==> src/rtl/tcem_pkg.sv <==
`timescale 1ns / 1ps
// ----------------------------------------------------------------------------
// tcem_pkg: shared definitions for the touch coordinate event mapper
// Field widths, register indexes, controller kinds and event codes.
// ----------------------------------------------------------------------------
package tcem_pkg;

   localparam int SCREEN_DIM_MAX_DEF = 1024;

   localparam int RAW_W       = 16;
   localparam int STAT_W      = 8;
   localparam int TIME_W      = 32;
   localparam int POS_W       = 10;
   localparam int KIND_W      = 2;
   localparam int DIM_CFG_W   = 11;
   localparam int REQ_TDATA_W = 72;
   localparam int REQ_TUSER_W = 2;
   localparam int RSP_TDATA_W = 56;
   localparam int RSP_PAD_W   = RSP_TDATA_W - 2 * POS_W - TIME_W;
   localparam int EV_W        = 2;
   localparam int CSR_IDX_W   = 3;
   localparam int CSR_DATA_W  = 16;

   // status byte layout in scaled mode
   localparam int                STAT_READY_BIT  = 7;
   localparam logic [STAT_W-1:0] STAT_COUNT_MASK = 8'h0F;

   // controller kinds
   localparam logic [KIND_W-1:0] KIND_NONE   = 2'd0;
   localparam logic [KIND_W-1:0] KIND_DIRECT = 2'd1;
   localparam logic [KIND_W-1:0] KIND_SCALED = 2'd2;

   // event codes
   localparam logic [EV_W-1:0] EV_DOWN = 2'd0;
   localparam logic [EV_W-1:0] EV_MOVE = 2'd1;
   localparam logic [EV_W-1:0] EV_UP   = 2'd2;

   // register indexes
   localparam logic [CSR_IDX_W-1:0] CSR_KIND   = 3'd0;
   localparam logic [CSR_IDX_W-1:0] CSR_PMAX_X = 3'd1;
   localparam logic [CSR_IDX_W-1:0] CSR_PMAX_Y = 3'd2;
   localparam logic [CSR_IDX_W-1:0] CSR_SWAP   = 3'd3;
   localparam logic [CSR_IDX_W-1:0] CSR_SCR_W  = 3'd4;
   localparam logic [CSR_IDX_W-1:0] CSR_SCR_H  = 3'd5;

   // register reset values
   localparam logic [RAW_W-1:0]     PMAX_X_RST = 16'd480;
   localparam logic [RAW_W-1:0]     PMAX_Y_RST = 16'd272;
   localparam logic [DIM_CFG_W-1:0] SCR_W_RST  = 11'd480;
   localparam logic [DIM_CFG_W-1:0] SCR_H_RST  = 11'd272;

endpackage

==> src/rtl/tcem_div.sv <==
`timescale 1ns / 1ps
// ----------------------------------------------------------------------------
// tcem_div: shared iterative restoring divider
// Produces QUOT_W quotient bits, one per cycle. The upper DIVISOR_W bits of
// the dividend must already be below the divisor, so the quotient fits.
// The divisor input is held stable by the caller while busy.
// ----------------------------------------------------------------------------
module tcem_div #(
   parameter int DIVISOR_W = 16,
   parameter int QUOT_W    = 11
) (
   input  logic                        clock,
   input  logic                        reset,
   input  logic                        start,
   input  logic [DIVISOR_W+QUOT_W-1:0] dividend,
   input  logic [DIVISOR_W-1:0]        divisor,
   output logic                        busy,
   output logic                        done,
   output logic [QUOT_W-1:0]           quotient
);

   localparam int CNT_W = $clog2(QUOT_W + 1);

   logic [DIVISOR_W-1:0] rem_ff, rem_in;
   logic [QUOT_W-1:0]    quo_ff, quo_in;
   logic [CNT_W-1:0]     cnt_ff, cnt_in;
   logic                 done_ff, done_in;

   logic [DIVISOR_W:0]   trial;
   logic [DIVISOR_W:0]   diff;
   logic                 fits;

   always_comb begin
      trial   = {rem_ff, quo_ff[QUOT_W-1]};
      diff    = trial - {1'b0, divisor};
      fits    = (trial >= {1'b0, divisor});
      rem_in  = rem_ff;
      quo_in  = quo_ff;
      cnt_in  = cnt_ff;
      done_in = 1'b0;
      if (start) begin
         rem_in = dividend[DIVISOR_W+QUOT_W-1:QUOT_W];
         quo_in = dividend[QUOT_W-1:0];
         cnt_in = CNT_W'(QUOT_W);
      end else if (cnt_ff != '0) begin
         // quotient bits shift in where the dividend bits shift out
         rem_in  = fits ? diff[DIVISOR_W-1:0] : trial[DIVISOR_W-1:0];
         quo_in  = {quo_ff[QUOT_W-2:0], fits};
         cnt_in  = cnt_ff - CNT_W'(1);
         done_in = (cnt_ff == CNT_W'(1));
      end
   end

   always_ff @(posedge clock) begin
      rem_ff <= rem_in;
      quo_ff <= quo_in;
      if (reset) begin
         cnt_ff  <= '0;
         done_ff <= 1'b0;
      end else begin
         cnt_ff  <= cnt_in;
         done_ff <= done_in;
      end
   end

   assign busy     = (cnt_ff != '0);
   assign done     = done_ff;
   assign quotient = quo_ff;

endmodule

==> src/rtl/touch_coordinate_event_mapper.sv <==
`timescale 1ns / 1ps
// ----------------------------------------------------------------------------
// touch_coordinate_event_mapper: touch poll to pointer event
// Scales or passes through panel coordinates, clamps them to the screen and
// emits down, move and up events.
//
//   port group  dir  payload
//   req_*       in   tdata: status_byte, raw_x, raw_y, time_ms
//                    tuser: status_read_ok, point_read_ok
//   rsp_*       out  tdata: pos_x, pos_y, event_time; tuser: event_kind
//   csr_*       in   register write, index 0..5
//
// A scaled touch goes from accept through the decode state, then per axis
// through a multiply step, a divider load step and the divide state in the
// shared divider, which serves both axes one quotient bit per cycle, and
// then through emit to the result register. Direct touches and releases go
// from decode to emit; a poll giving no event frees the input after decode.
// One transaction is worked on at a time; the next is accepted while a
// finished result still waits on rsp_tready, and a new result then holds in
// the emit state until the result register frees.
// Reset is synchronous; it restores settings and control state to defaults.
// ----------------------------------------------------------------------------
module touch_coordinate_event_mapper #(
   parameter int SCREEN_DIM_MAX = tcem_pkg::SCREEN_DIM_MAX_DEF
) (
   input  logic                             clock,
   input  logic                             reset,
   input  logic                             req_tvalid,
   output logic                             req_tready,
   // status_byte[7:0], raw_x[23:8], raw_y[39:24], time_ms[71:40]
   input  logic [tcem_pkg::REQ_TDATA_W-1:0] req_tdata,
   // status_read_ok[0], point_read_ok[1]
   input  logic [tcem_pkg::REQ_TUSER_W-1:0] req_tuser,
   output logic                             rsp_tvalid,
   input  logic                             rsp_tready,
   // pos_x[9:0], pos_y[19:10], event_time[51:20], zero[55:52]
   output logic [tcem_pkg::RSP_TDATA_W-1:0] rsp_tdata,
   // event_kind[1:0]
   output logic [tcem_pkg::EV_W-1:0]        rsp_tuser,
   input  logic                             csr_wr_en,
   input  logic [tcem_pkg::CSR_IDX_W-1:0]   csr_index,
   input  logic [tcem_pkg::CSR_DATA_W-1:0]  csr_wdata
);

   localparam int DIM_W  = $clog2(SCREEN_DIM_MAX + 1);
   localparam int RAW_W  = tcem_pkg::RAW_W;
   localparam int POS_W  = tcem_pkg::POS_W;
   localparam int PROD_W = RAW_W + DIM_W;

   typedef enum logic [5:0] {
      ST_IDLE   = 6'b000001,
      ST_DECODE = 6'b000010,
      ST_MUL    = 6'b000100,
      ST_LOAD   = 6'b001000,
      ST_DIV    = 6'b010000,
      ST_EMIT   = 6'b100000
   } state_type;

   // configuration
   logic [tcem_pkg::KIND_W-1:0]    kind_ff, kind_in;
   logic [RAW_W-1:0]               pmax_x_ff, pmax_x_in;
   logic [RAW_W-1:0]               pmax_y_ff, pmax_y_in;
   logic                           swap_ff, swap_in;
   logic [tcem_pkg::DIM_CFG_W-1:0] scr_w_ff, scr_w_in;
   logic [tcem_pkg::DIM_CFG_W-1:0] scr_h_ff, scr_h_in;

   // latched poll
   logic                           st_ok_ff, st_ok_in;
   logic                           pt_ok_ff, pt_ok_in;
   logic [tcem_pkg::STAT_W-1:0]    status_ff, status_in;
   logic [RAW_W-1:0]               raw_x_ff, raw_x_in;
   logic [RAW_W-1:0]               raw_y_ff, raw_y_in;
   logic [tcem_pkg::TIME_W-1:0]    time_ff, time_in;

   // work and event state
   state_type                      state_ff, state_in;
   logic                           axis_ff, axis_in;
   logic [POS_W-1:0]               res_x_ff, res_x_in;
   logic [POS_W-1:0]               res_y_ff, res_y_in;
   logic [tcem_pkg::EV_W-1:0]      ev_kind_ff, ev_kind_in;
   logic [PROD_W-1:0]              prod_ff, prod_in;
   logic [RAW_W-1:0]               divisor_ff, divisor_in;
   logic                           was_touched_ff, was_touched_in;
   logic [POS_W-1:0]               last_x_ff, last_x_in;
   logic [POS_W-1:0]               last_y_ff, last_y_in;

   // result register
   logic                           rsp_valid_ff, rsp_valid_in;
   logic [tcem_pkg::EV_W-1:0]      rsp_kind_ff, rsp_kind_in;
   logic [POS_W-1:0]               rsp_x_ff, rsp_x_in;
   logic [POS_W-1:0]               rsp_y_ff, rsp_y_in;
   logic [tcem_pkg::TIME_W-1:0]    rsp_time_ff, rsp_time_in;

   logic [DIM_W-1:0]               w_eff;
   logic [DIM_W-1:0]               h_eff;
   logic [RAW_W-1:0]               ax_raw;
   logic [RAW_W-1:0]               ax_pmax;
   logic [RAW_W-1:0]               pmax_eff;
   logic [RAW_W-1:0]               raw_clamp;
   logic [DIM_W-1:0]               ax_dim;
   logic                           kind_ok;
   logic                           touched_scaled;
   logic                           touched_direct;
   logic                           emit_go;

   logic                           div_start;
   logic                           div_busy;
   logic                           div_done;
   logic [DIM_W-1:0]               div_quot;

   // signed direct coordinate limited to [0, dim-1]
   function automatic logic [POS_W-1:0] clamp_direct(input logic [RAW_W-1:0] v,
                                                     input logic [DIM_W-1:0] d);
      logic [RAW_W-1:0] r;
      begin
         if (v[RAW_W-1]) begin
            r = '0;
         end else if (v >= RAW_W'(d)) begin
            r = RAW_W'(d) - RAW_W'(1);
         end else begin
            r = v;
         end
         return POS_W'(r);
      end
   endfunction

   function automatic logic [DIM_W-1:0] sat_dim(input logic [tcem_pkg::DIM_CFG_W-1:0] d);
      begin
         if (d == '0) begin
            return DIM_W'(1);
         end else if (32'(d) > 32'(SCREEN_DIM_MAX)) begin
            return DIM_W'(SCREEN_DIM_MAX);
         end else begin
            return DIM_W'(d);
         end
      end
   endfunction

   tcem_div #(
      .DIVISOR_W (RAW_W),
      .QUOT_W    (DIM_W)
   ) u_div (
      .clock    (clock),
      .reset    (reset),
      .start    (div_start),
      .dividend (prod_ff),
      .divisor  (divisor_ff),
      .busy     (div_busy),
      .done     (div_done),
      .quotient (div_quot)
   );

   // axis operand selection and panel clamp for the multiply step
   always_comb begin
      w_eff     = sat_dim(scr_w_ff);
      h_eff     = sat_dim(scr_h_ff);
      ax_raw    = (axis_ff ^ swap_ff) ? raw_y_ff : raw_x_ff;
      ax_pmax   = (axis_ff ^ swap_ff) ? pmax_y_ff : pmax_x_ff;
      ax_dim    = axis_ff ? h_eff : w_eff;
      pmax_eff  = (ax_pmax == '0) ? RAW_W'(ax_dim) : ax_pmax;
      raw_clamp = (ax_raw >= pmax_eff) ? (pmax_eff - RAW_W'(1)) : ax_raw;
   end

   always_comb begin
      kind_in   = kind_ff;
      pmax_x_in = pmax_x_ff;
      pmax_y_in = pmax_y_ff;
      swap_in   = swap_ff;
      scr_w_in  = scr_w_ff;
      scr_h_in  = scr_h_ff;
      if (csr_wr_en) begin
         case (csr_index)
            tcem_pkg::CSR_KIND:   kind_in   = csr_wdata[tcem_pkg::KIND_W-1:0];
            tcem_pkg::CSR_PMAX_X: pmax_x_in = csr_wdata[RAW_W-1:0];
            tcem_pkg::CSR_PMAX_Y: pmax_y_in = csr_wdata[RAW_W-1:0];
            tcem_pkg::CSR_SWAP:   swap_in   = csr_wdata[0];
            tcem_pkg::CSR_SCR_W:  scr_w_in  = csr_wdata[tcem_pkg::DIM_CFG_W-1:0];
            tcem_pkg::CSR_SCR_H:  scr_h_in  = csr_wdata[tcem_pkg::DIM_CFG_W-1:0];
            default: ;
         endcase
      end
   end

   always_comb begin
      kind_ok        = (kind_ff == tcem_pkg::KIND_DIRECT) ||
                       (kind_ff == tcem_pkg::KIND_SCALED);
      touched_scaled = status_ff[tcem_pkg::STAT_READY_BIT] &&
                       ((status_ff & tcem_pkg::STAT_COUNT_MASK) != '0);
      touched_direct = (status_ff != '0);
      emit_go        = !rsp_valid_ff || rsp_tready;

      state_in       = state_ff;
      st_ok_in       = st_ok_ff;
      pt_ok_in       = pt_ok_ff;
      status_in      = status_ff;
      raw_x_in       = raw_x_ff;
      raw_y_in       = raw_y_ff;
      time_in        = time_ff;
      axis_in        = axis_ff;
      res_x_in       = res_x_ff;
      res_y_in       = res_y_ff;
      ev_kind_in     = ev_kind_ff;
      prod_in        = prod_ff;
      divisor_in     = divisor_ff;
      was_touched_in = was_touched_ff;
      last_x_in      = last_x_ff;
      last_y_in      = last_y_ff;
      rsp_valid_in   = rsp_valid_ff && !rsp_tready;
      rsp_kind_in    = rsp_kind_ff;
      rsp_x_in       = rsp_x_ff;
      rsp_y_in       = rsp_y_ff;
      rsp_time_in    = rsp_time_ff;
      div_start      = 1'b0;

      case (state_ff)
         ST_IDLE: begin
            if (req_tvalid) begin
               st_ok_in  = req_tuser[0];
               pt_ok_in  = req_tuser[1];
               status_in = req_tdata[7:0];
               raw_x_in  = req_tdata[23:8];
               raw_y_in  = req_tdata[39:24];
               time_in   = req_tdata[71:40];
               state_in  = ST_DECODE;
            end
         end
         ST_DECODE: begin
            state_in = ST_IDLE;
            if (kind_ok && st_ok_ff) begin
               if (kind_ff == tcem_pkg::KIND_SCALED && touched_scaled) begin
                  // failed point read drops the poll without touching state
                  if (pt_ok_ff) begin
                     ev_kind_in     = was_touched_ff ? tcem_pkg::EV_MOVE : tcem_pkg::EV_DOWN;
                     was_touched_in = 1'b1;
                     axis_in        = 1'b0;
                     state_in       = ST_MUL;
                  end
               end else if (kind_ff == tcem_pkg::KIND_DIRECT && touched_direct) begin
                  ev_kind_in     = was_touched_ff ? tcem_pkg::EV_MOVE : tcem_pkg::EV_DOWN;
                  was_touched_in = 1'b1;
                  res_x_in       = clamp_direct(raw_x_ff, w_eff);
                  res_y_in       = clamp_direct(raw_y_ff, h_eff);
                  state_in       = ST_EMIT;
               end else if (was_touched_ff) begin
                  ev_kind_in     = tcem_pkg::EV_UP;
                  was_touched_in = 1'b0;
                  res_x_in       = last_x_ff;
                  res_y_in       = last_y_ff;
                  state_in       = ST_EMIT;
               end
            end
         end
         ST_MUL: begin
            prod_in    = PROD_W'(raw_clamp) * PROD_W'(ax_dim);
            divisor_in = pmax_eff;
            state_in   = ST_LOAD;
         end
         ST_LOAD: begin
            div_start = 1'b1;
            state_in  = ST_DIV;
         end
         ST_DIV: begin
            if (div_done) begin
               // quotient stays below the screen size, no clamp needed
               if (!axis_ff) begin
                  res_x_in = POS_W'(div_quot);
                  axis_in  = 1'b1;
                  state_in = ST_MUL;
               end else begin
                  res_y_in = POS_W'(div_quot);
                  state_in = ST_EMIT;
               end
            end
         end
         ST_EMIT: begin
            if (emit_go) begin
               rsp_valid_in = 1'b1;
               rsp_kind_in  = ev_kind_ff;
               rsp_x_in     = res_x_ff;
               rsp_y_in     = res_y_ff;
               rsp_time_in  = time_ff;
               last_x_in    = res_x_ff;
               last_y_in    = res_y_ff;
               state_in     = ST_IDLE;
            end
         end
         default: begin
            state_in = ST_IDLE;
         end
      endcase
   end

   always_ff @(posedge clock) begin
      st_ok_in_reg: begin
         st_ok_ff    <= st_ok_in;
         pt_ok_ff    <= pt_ok_in;
         status_ff   <= status_in;
         raw_x_ff    <= raw_x_in;
         raw_y_ff    <= raw_y_in;
         time_ff     <= time_in;
         res_x_ff    <= res_x_in;
         res_y_ff    <= res_y_in;
         ev_kind_ff  <= ev_kind_in;
         prod_ff     <= prod_in;
         divisor_ff  <= divisor_in;
         rsp_kind_ff <= rsp_kind_in;
         rsp_x_ff    <= rsp_x_in;
         rsp_y_ff    <= rsp_y_in;
         rsp_time_ff <= rsp_time_in;
      end
      if (reset) begin
         kind_ff        <= tcem_pkg::KIND_NONE;
         pmax_x_ff      <= tcem_pkg::PMAX_X_RST;
         pmax_y_ff      <= tcem_pkg::PMAX_Y_RST;
         swap_ff        <= 1'b0;
         scr_w_ff       <= tcem_pkg::SCR_W_RST;
         scr_h_ff       <= tcem_pkg::SCR_H_RST;
         state_ff       <= ST_IDLE;
         axis_ff        <= 1'b0;
         was_touched_ff <= 1'b0;
         last_x_ff      <= '0;
         last_y_ff      <= '0;
         rsp_valid_ff   <= 1'b0;
      end else begin
         kind_ff        <= kind_in;
         pmax_x_ff      <= pmax_x_in;
         pmax_y_ff      <= pmax_y_in;
         swap_ff        <= swap_in;
         scr_w_ff       <= scr_w_in;
         scr_h_ff       <= scr_h_in;
         state_ff       <= state_in;
         axis_ff        <= axis_in;
         was_touched_ff <= was_touched_in;
         last_x_ff      <= last_x_in;
         last_y_ff      <= last_y_in;
         rsp_valid_ff   <= rsp_valid_in;
      end
   end

   assign req_tready = (state_ff == ST_IDLE);
   assign rsp_tvalid = rsp_valid_ff;
   assign rsp_tuser  = rsp_kind_ff;
   assign rsp_tdata  = {{tcem_pkg::RSP_PAD_W{1'b0}}, rsp_time_ff, rsp_y_ff, rsp_x_ff};

   // divider only runs while the sequencer waits on it
   a_idle_div_quiet: assert property (@(posedge clock) disable iff (reset)
      state_ff == ST_IDLE |-> !div_busy)
      else $error("divider busy while idle");

   a_done_in_div: assert property (@(posedge clock) disable iff (reset)
      div_done |-> state_ff == ST_DIV)
      else $error("divider result outside the divide state");

   a_second_axis_emits: assert property (@(posedge clock) disable iff (reset)
      (state_ff == ST_DIV && div_done && axis_ff) |=> state_ff == ST_EMIT)
      else $error("second axis did not lead to emit");

   a_emit_loads_rsp: assert property (@(posedge clock) disable iff (reset)
      (state_ff == ST_EMIT && !rsp_valid_ff) |=> rsp_valid_ff)
      else $error("free result register not loaded on emit");

endmodule

==> config.mk <==
export PLATFORM = sky130hd
export DESIGN_NAME = touch_coordinate_event_mapper
export DESIGN_NICKNAME = d
export VERILOG_FILES = /design/src/rtl/tcem_pkg.sv /design/src/rtl/tcem_div.sv /design/src/rtl/touch_coordinate_event_mapper.sv
export SDC_FILE = /design/constraint.sdc
export NUM_CORES = 1
export LEC_CHECK = 0
export BUFFER_PORTS_ARGS = -buffer_cell sky130_fd_sc_hd__buf_2
export CORE_MARGIN = 1
export CORE_UTILIZATION = 34
export DETAILED_ROUTE_END_ITERATION = 12
export GPL_TIMING_DRIVEN = 1
export SKIP_CTS_REPAIR_TIMING = 1
export SLEW_MARGIN = 20
export SYNTH_ARGS = -nofsm -noshare
export SYNTH_HDL_FRONTEND = slang
export SYNTH_SLANG_ARGS = --single-unit
export TNS_END_PERCENT = 1
==> constraint.sdc <==
create_clock -name clock -period 25.9 [get_ports clock]
set_input_delay 1.295 -clock clock [delete_from_list [all_inputs] [get_ports clock]]
set_output_delay 1.295 -clock clock [all_outputs]
set_load 0.03 [all_outputs]
==> out/qor.csv, run 1 <==
metric,value,unit
GR Overflow Total,0,
synth-to-layout area growth,12.9,%
Worst-Skew Late Latency,0.56,ns
Wirelength per Cell,19.2,um
CP required,26.19,ns
critical path launch point type,register,
Die H,249,um
VDD IR max,0.190,mV
number of flops mapped to enable cells by yosys,220,
die area,61900,um2
Starting Density,34.3,%
final worst slack,15.70,ns
initial antenna violation count,3,
"Top cell by count, worst path",fa_1,
core area,60200,um2
Die W,249,um
leakage,9.80,nW
RSZ-0062 raised after global routing,false,
max_slew headroom,26.0,%
fin nets,2566,
DR DRC count,0,
kind of critical path,register to register,
Synth Cell Area,20700,um2
CTS clock-pin slew for the worst setup and hold paths,0.06,ns
htree depth,2,
Synth Register Bits,311,
first-pass GRT wire length,91600,um
Synth Area per Inst,9.89,um2
vias in the first global route,16000,
"CP delay by family, top",compound AO/OA/AOI/OAI gates,
Synthesis Warnings,0,
antenna cells,0,
# IOs,158,
port bufs,153,
Seq. cell area,8430,um2
Clock Sinks,311,
CTS buffer count,36,
Crit path largest cell delay,0.86,ns
crit end category,register,
Max Cap Viol,0,
Routability Congestion,0.930,
fraction of layout cells with a size suffix above 1,12.7,%
Mapped Cells,2092,
status,"finished, final reports clean",
slowest CP cell,a31oi_4,
all-layer global routing usage,19.0,%
sequential area share after synthesis,40.7,%
Place WS,15.90,ns
Final Hold Viols,0,
highest clock rate,98.1,MHz
post-detail-place hpwl,44100,um
PD cells,108,nW/um2
Cell variety after synth,94,
fin crit share,39.4,%
fin crit period,10.20,ns
num rows,90,
Final Setup Violations,0,
Routed Wire Length,58200,um
Clock Skew,0.0349,ns
Detailed Routing Iterations Pass 1,5,
fin. max-slew vios,0,
Worst Max-Slew Pin Slew,1.10,ns
setup TNS,0,ns
largest net degree at the start of global routing,92,
vias per cell,5.26,
Fin Hold WS,0.396,ns
root buffer cell,clkbuf_16,
detailed-route via count,15900,
Worst Hold Class,register to register,
"Top FF cell, synth",edfxtp_1,
fin util,38.8,%
TritonCTS clock tree,built,
Crit path buffers/inverters,6,
DR iter-0 viols,1168,
multi-input logic area,11100,um2
crit path DAT,10.49,ns
Synth async-reset ratio,0,%
Worst Path Max Fanout,38,
Fillers,5915,
Max clock buf depth,3,
post-route antenna net violation count,0,
[state kept, by name (all words and copies together), names as in the netlist, 2 cells and up]
name / count
u_div.cnt_ff: 4
raw_y_ff: 16
status_ff: 8
raw_x_ff: 16
u_div.rem_ff: 16
res_y_ff: 10
divisor_ff: 16
rsp_time_ff: 32
rsp_tuser: 2
last_y_ff: 10
rsp_y_ff: 10
pmax_x_ff: 16
ev_kind_ff: 2
kind_ff: 2
last_x_ff: 10
u_div.quotient: 11
state_ff: 6
rsp_x_ff: 10
prod_ff: 27
res_x_ff: 10
scr_h_ff: 11
scr_w_ff: 11
time_ff: 32
pmax_y_ff: 16
[routing by layer]
layer  vias to the layer above  part of all wire, %  GRT usage (%)
li1                       7465                    -              -
met1                      7794                   44           25.0
met2                       555                   47           31.5
met3                       101                  6.0           2.68
met4                         2                  3.3           7.05
met5                         -                0.017              0
[final timing paths]
check                                 start              end  slack (ns)  cells after the start
worst max register to register      axis_ff      prod_ff[26]       15.70                     33
worst max-delay path                axis_ff      prod_ff[26]       15.70                     33
worst min register to register  time_ff[21]  rsp_time_ff[21]        0.40                      0
worst min-delay path            time_ff[21]  rsp_time_ff[21]        0.40                      0
[Yosys cell counts (all sizes together), types with 4 or more instances]
cell type | instances | area [um2]
o41ai | 6 | 60.1
a31oi | 36 | 225
mux2i | 39 | 390
o31a | 6 | 61.3
nor2b | 16 | 100
o21bai | 4 | 30.0
edfxtp | 220 | 6610
o2111ai | 5 | 43.8
nand3 | 26 | 135
fa | 126 | 2520
o311ai | 4 | 35.0
or2 | 26 | 163
ha | 123 | 1540
a32oi | 4 | 35.0
nand2 | 317 | 1190
nand2b | 25 | 159
nand3b | 20 | 150
o21ai | 45 | 244
or3 | 11 | 68.8
nor3b | 5 | 42.5
inv | 215 | 807
a21o | 24 | 180
nand4 | 13 | 81.3
and3 | 20 | 125
and2 | 17 | 106
o211ai | 17 | 128
dfxtp | 91 | 1820
a21oi | 143 | 719
buf | 38 | 256
o22a | 7 | 61.3
o31ai | 14 | 110
nor4 | 22 | 165
o22ai | 4 | 25.0
clkbuf | 52 | 195
mux2 | 12 | 143
or4 | 6 | 45.0
xor2 | 16 | 140
xnor2 | 36 | 334
nor2 | 180 | 676
nor3 | 35 | 190
o21a | 17 | 128
a211o | 6 | 52.6
a211oi | 11 | 82.6
[metrics by stage]
| step | power [W] | area, um2 | instances |
|---|---|---|---|
| after floorplan | 0.00175 | 20700 | 2095 |
| after global routing | 0.00278 | 23400 | 3027 |
| after global placement | 0.00203 | 22200 | 2963 |
| final | 0.00252 | 23400 | 3027 |
| after CTS | 0.00255 | 23400 | 3027 |
| after detailed placement | 0.00204 | 22200 | 2963 |
[layout by cell type, fill, tap and decap left out, types with 13 or more instances in the layout]
cell type	n
o21a_1	17
nand4_1	13
a21o_1	24
nand2b_1	24
mux2i_1	36
inv_1	213
nor4_1	19
nor2_1	179
nor3_1	32
nand3b_1	20
o31ai_1	13
buf_2	153
clkbuf_16	36
nand3_1	25
and2_1	16
nand2_1	316
xor2_1	15
o211ai_1	17
or2_1	17
buf_4	23
dfxtp_1	91
ha_1	123
fa_1	126
nor2b_1	16
a21oi_1	141
o21ai_0	35
a31oi_1	35
xnor2_1	35
edfxtp_1	220
and3_1	20
[area by class of cell]
| type | instances | share of cell area [%] |
|---|---|---|
| clock inverters | 16 | 0.814 |
| repair buffers | 176 | 4.02 |
| flip-flops and latches | 311 | 36.1 |
| well taps | 782 | 4.19 |
| inverters | 216 | 3.47 |
| multi-input cells | 1478 | 47.4 |
| clock buffers | 48 | 4.09 |
[power breakdown]
group	total, W	switching, W	internal (W)	leakage, nW
logic	0.00138	0.000811	0.000572	6.50
registers	0.000648	0.0000201	0.000628	2.75
clock network	0.000492	0.000208	0.000284	0.549
[logic make-up after synthesis]
family	synth area share, %
mux	2.58
buf+inv	6.10
other cells	0.0181
compound gates	11.8
simple gates	16.8
fa+ha+maj	19.6
xor+xnor	2.29
flops	40.7
(Power assumes the default switching activity.)
==> run 2: changes to the inputs <==
- ABC_AREA: unset -> 1
- clock period: 25.9 -> 9.4 ns (I/O delays scaled with it)
==> out/qor.csv, run 2 <==
metric,value,unit
Crit path buffers/inverters,7,
CTS clock-pin slew for the worst setup and hold paths,0.06,ns
Synth async-reset ratio,0,%
Routability Congestion,0.936,
biggest regs,"rsp_time_ff: 32 flops, time_ff: 32 flops, prod_ff: 27 flops",
num rows,89,
"commonest non-fill, non-tap cell in the layout",nand2_1,
highest clock rate,116,MHz
most common cell in the netlist,nand2_1,
post-detail-place hpwl,46300,um
VDD IR max,0.447,mV
"CP delay by family, top",adder cells,
Worst-Skew Late Latency,0.57,ns
crit path DAT,8.95,ns
dpl cell area,22400,um2
critical path launch point type,register,
fin nets,2865,
Starting Density,34.7,%
Worst Hold Class,primary input to register,
CTS buffer count,38,
simple-gate share of the synthesized area,21.7,%
# IOs,158,
antenna cells,0,
FF-to-FF path depth,46,
Synth Area per Inst,8.79,um2
root buffer cell,clkbuf_16,
clock group share of total power,17.5,%
setup TNS,0,ns
Routed Wire Length,58500,um
"Top cell by count, worst path",nand2_1,
Post-synth top cells,"nand2_1, inv_1, nor2_1, edfxtp_1, nand3_1",
post-route antenna net violation count,0,
Final Setup Violations,0,
combinational family with the most area after synthesis,simple AND/OR/NAND/NOR gates,
all-layer global routing usage,19.0,%
sequential area share after synthesis,40.8,%
leakage,10.9,nW
CP required,9.72,ns
slowest CP cell,fa_1,
"Top FF cell, synth",edfxtp_1,
largest net degree at the start of global routing,82,
worst r2r src,swap_ff,
Clock Sinks,311,
Die H,248,um
Crit path largest cell delay,0.53,ns
detailed-route via count,16500,
max_slew headroom,35.7,%
fin. max-slew vios,0,
mux share of post-synthesis cell area,0,%
Synthesis Warnings,0,
Reg2Reg Setup Slack,0.77,ns
design area,23800,um2
Final Hold Viols,0,
Mapped Cells,2348,
port bufs,153,
area share of xor/xnor cells in the synthesized design,1.87,%
Clock Skew,0.0220,ns
Psw,0.00385,W
Fin Hold WS,0.0675,ns
Sw Ratio,45.0,%
RR Endpoint,prod_ff[24],
area share of the largest cell type after synthesis,32.0,%
Die W,248,um
multi-input logic area,10700,um2
Wirelength per Cell,17.6,um
core area,59500,um2
Hold Path End,time_ff[6],
vias per cell,4.98,
min-delay src,req_tdata[46],
kind of critical path,register to register,
RSZ-0062 raised after global routing,false,
crit end category,register,
DR DRC count,0,
Worst Max-Slew Pin Slew,0.961,ns
die area,61700,um2
Cell variety after synth,48,
internal power,0.00470,W
Detailed Routing Iterations Pass 1,6,
first-pass GRT wire length,91900,um
status,"finished, final reports clean",
"area leader, netlist",edfxtp_1,
Min-Delay Path Depth,1,
"top cells by area, synth","edfxtp_1, fa_1, dfxtp_1, nand2_1, ha_1",
Fillers,6003,
GR Overflow Total,0,
DR iter-0 viols,1392,
Gate power share,59.6,%
Synth Cell Area,20600,um2
TritonCTS clock tree,built,
Synth Area in Compound Gates,8.22,%
fin crit share,91.8,%
fraction of layout cells with a size suffix above 1,13.1,%
area share of fa/ha/maj cells after synthesis,19.7,%
vias in the first global route,16500,
Seq. cell area,8430,um2
PD cells,360,nW/um2
number of flops mapped to enable cells by yosys,220,
most frequent cells in the layout,"nand2_1, inv_1, nor2_1",
Worst Path Max Fanout,22,
fin crit period,8.63,ns
Max clock buf depth,3,
htree depth,2,
synth-to-layout area growth,15.1,%
initial antenna violation count,0,
Reg power frac,22.9,%
Synth Register Bits,311,
Max Cap Viol,0,
run 2: cell count changes in the layout (fill, tap and decap cells not counted), moves of 30 or more:
cell     before  now
inv_1       213  330
o21ai_0      35  147
a31oi_1      35    5
nand2_1     316  475
nor2_1      179  249
nand3_1      25  191
a21oi_1     141  102
mux2i_1      36    0
run 2: logic make-up after synthesis:
| family | after synthesis |
|---|---|
| flops | 311 |
| fa+ha+maj | 249 |
| compound gates | 310 |
| other cells | 1 |
| simple gates | 1027 |
| buf+inv | 406 |
| xor+xnor | 44 |
run 2: cell type report:
class | instances | area share, %
clock buffer | 50 | 4.31
clock inverter | 20 | 1.15
inverter | 336 | 5.30
multi-input combinational | 1634 | 45.1
sequential | 311 | 35.4
tap | 773 | 4.07
timing repair buffer | 197 | 4.63
run 2: worst reg2reg max path, delay by kind of cell (launching register included):
family	cells	cell delay [ns]
buffers and inverters	7	0.64
AO/OA/AOI/OAI	7	1.25
adder cells (fa/ha/maj)	7	3.23
flip-flops	1	0.35
AND/OR/NAND/NOR	25	2.91
run 2: worst max path at each step:
stage          slack [ns]          end  cells after the start  startpoint
2_1_floorplan        1.09  prod_ff[23]                     42     axis_ff
3_3_place_gp         0.28  prod_ff[24]                     38     swap_ff
3_5_place_dp         0.07  prod_ff[24]                     38     swap_ff
4_1_cts              0.03  prod_ff[24]                     38     axis_ff
5_1_grt              0.05  prod_ff[24]                     46     axis_ff
6_report             0.77  prod_ff[24]                     46     swap_ff
run 2: routing by layer:
metal / vias up / global-route usage, % / wire (um)
li1: 8014 / - / -
met1: 7896 / 25.5 / 26400
met2: 542 / 31.3 / 26900
met3: 79 / 3.34 / 3840
met4: 0 / 5.64 / 1400
met5: - / 0 / 0
run 2: power groups by stage:
stage	combinational (W)	sequential (W)	clock [W]
floorplan	0.00388	0.00196	0
global placement	0.00496	0.00198	0
detailed placement	0.00499	0.00199	0
CTS	0.00504	0.00196	0.00154
global route	0.00587	0.00197	0.00159
finish	0.00510	0.00196	0.00150
run 2: per-stage QoR:
stage	total power [W]	instances	util [%]	setup slack, ns
2_1_floorplan	0.00584	2351	-	1.09
3_3_place_gp	0.00694	3244	37.6	0.282
3_5_place_dp	0.00698	3244	37.6	0.0692
4_1_cts	0.00854	3314	39.8	0.0320
5_1_grt	0.00943	3321	40.0	0.0495
6_report	0.00855	3321	40.0	0.767
==> run 3: changes to the inputs <==
- CELL_PAD_IN_SITES_DETAIL_PLACEMENT: unset -> 0
- CELL_PAD_IN_SITES_GLOBAL_PLACEMENT: unset -> 2
- PLACE_DENSITY_LB_ADDON: unset -> 0.1
==> out/qor.csv, run 3 (synthesis results as in run 2) <==
metric,value,unit
GR Overflow Total,0,
Crit path largest cell delay,0.52,ns
"CP delay by family, top",adder cells,
Worst Hold Class,primary input to register,
Seq. cell area,8430,um2
TritonCTS clock tree,built,
critical path launch point type,register,
vias per cell,4.91,
Worst Path Max Fanout,34,
Max Cap Viol,0,
num rows,89,
Die H,248,um
Worst Max-Slew Pin Slew,1.02,ns
fraction of layout cells with a size suffix above 1,13.1,%
fin crit share,91.4,%
status,"finished, final reports clean",
largest net degree at the start of global routing,82,
max_slew headroom,32.2,%
root buffer cell,clkbuf_16,
CTS buffer count,37,
crit path DAT,8.89,ns
core area,59500,um2
# IOs,158,
antenna cells,0,
Final Hold Viols,0,
setup TNS,0,ns
RSZ-0062 raised after global routing,false,
vias in the first global route,16500,
leakage,10.9,nW
Routed Wire Length,64800,um
Final Setup Violations,0,
post-detail-place hpwl,51200,um
CTS clock-pin slew for the worst setup and hold paths,0.06,ns
highest clock rate,116,MHz
Clock Skew,0.0286,ns
kind of critical path,register to register,
detailed-route via count,16300,
CP required,9.71,ns
first-pass GRT wire length,100000,um
PD cells,368,nW/um2
fin crit period,8.59,ns
biggest regs,"rsp_time_ff: 32 flops, time_ff: 32 flops, prod_ff: 27 flops",
DR iter-0 viols,1243,
Die W,248,um
port bufs,153,
Crit path buffers/inverters,8,
synth-to-layout area growth,14.7,%
Wirelength per Cell,19.5,um
"commonest non-fill, non-tap cell in the layout",nand2_1,
"Top cell by count, worst path",nand2_1,
crit end category,register,
DR DRC count,0,
Worst-Skew Late Latency,0.57,ns
Routability Congestion,0.863,
htree depth,2,
post-route antenna net violation count,0,
slowest CP cell,fa_1,
final worst slack,0.812,ns
Detailed Routing Iterations Pass 1,6,
Fillers,6136,
die area,61700,um2
Max clock buf depth,3,
initial antenna violation count,4,
all-layer global routing usage,21.2,%
fin. max-slew vios,0,
Clock Sinks,311,
fin nets,2869,
Place WS,0.265,ns
Starting Density,34.7,%
VDD IR max,0.374,mV
multi-input logic area,10700,um2
most frequent cells in the layout,"nand2_1, inv_1, nor2_1",
-- run 3: cell types whose count changed in the layout (fill, tap and decap cells not counted), sizes merged --
cell and change:
buf +5, clkinv +3, inv -2, bufinv -2, clkbuf -1
-- run 3: final timing paths --
| check | from | endpoint | slack [ns] | depth (start not counted) |
|---|---|---|---|---|
| hold / removal | req_tdata[27] | raw_y_ff[3] | 0.07 | 1 |
| setup reg to reg | swap_ff | prod_ff[24] | 0.81 | 47 |
| setup / recovery | swap_ff | prod_ff[24] | 0.81 | 47 |
| hold reg to reg | time_ff[7] | rsp_time_ff[7] | 0.41 | 0 |
-- run 3: per-layer routing --
metal  routed length [um]  track usage [%]  vias to the layer above
met5                   13                0                        -
met4                 1520             5.64                        2
met3                 2990             2.78                       90
met2                29600             34.3                      384
met1                30600             29.9                     7821
li1                     -                -                     8030
-- run 3: power by group --
part           switching [W]  internal (W)  total (W)
sequential         0.0000821       0.00188    0.00197
clock               0.000607      0.000807    0.00141
combinational        0.00335       0.00198    0.00533
-- run 3: area by class of cell --
| cell class | instances | share of cell area [%] |
|---|---|---|
| inverter | 336 | 5.32 |
| tap | 773 | 4.08 |
| sequential | 311 | 35.6 |
| multi-input combinational | 1634 | 45.1 |
| clock inverter | 19 | 0.755 |
| timing repair buffer | 202 | 4.79 |
| clock buffer | 49 | 4.32 |
-- run 3: per-stage QoR --
| step | hold WS (ns) | instance area [um2] | total power (W) | utilization, % | instances |
|---|---|---|---|---|---|
| after CTS | 0.0409 | 23600 | 0.00880 | 39.7 | 3318 |
| after global routing | 0.0431 | 23700 | 0.00963 | 39.8 | 3324 |
| final | 0.0742 | 23700 | 0.00872 | 39.8 | 3324 |
| after floorplan | 0.400 | 20700 | 0.00584 | - | 2351 |
| after detailed placement | 0.405 | 22400 | 0.00733 | 37.7 | 3250 |
| after global placement | 0.400 | 22400 | 0.00736 | 37.7 | 3250 |
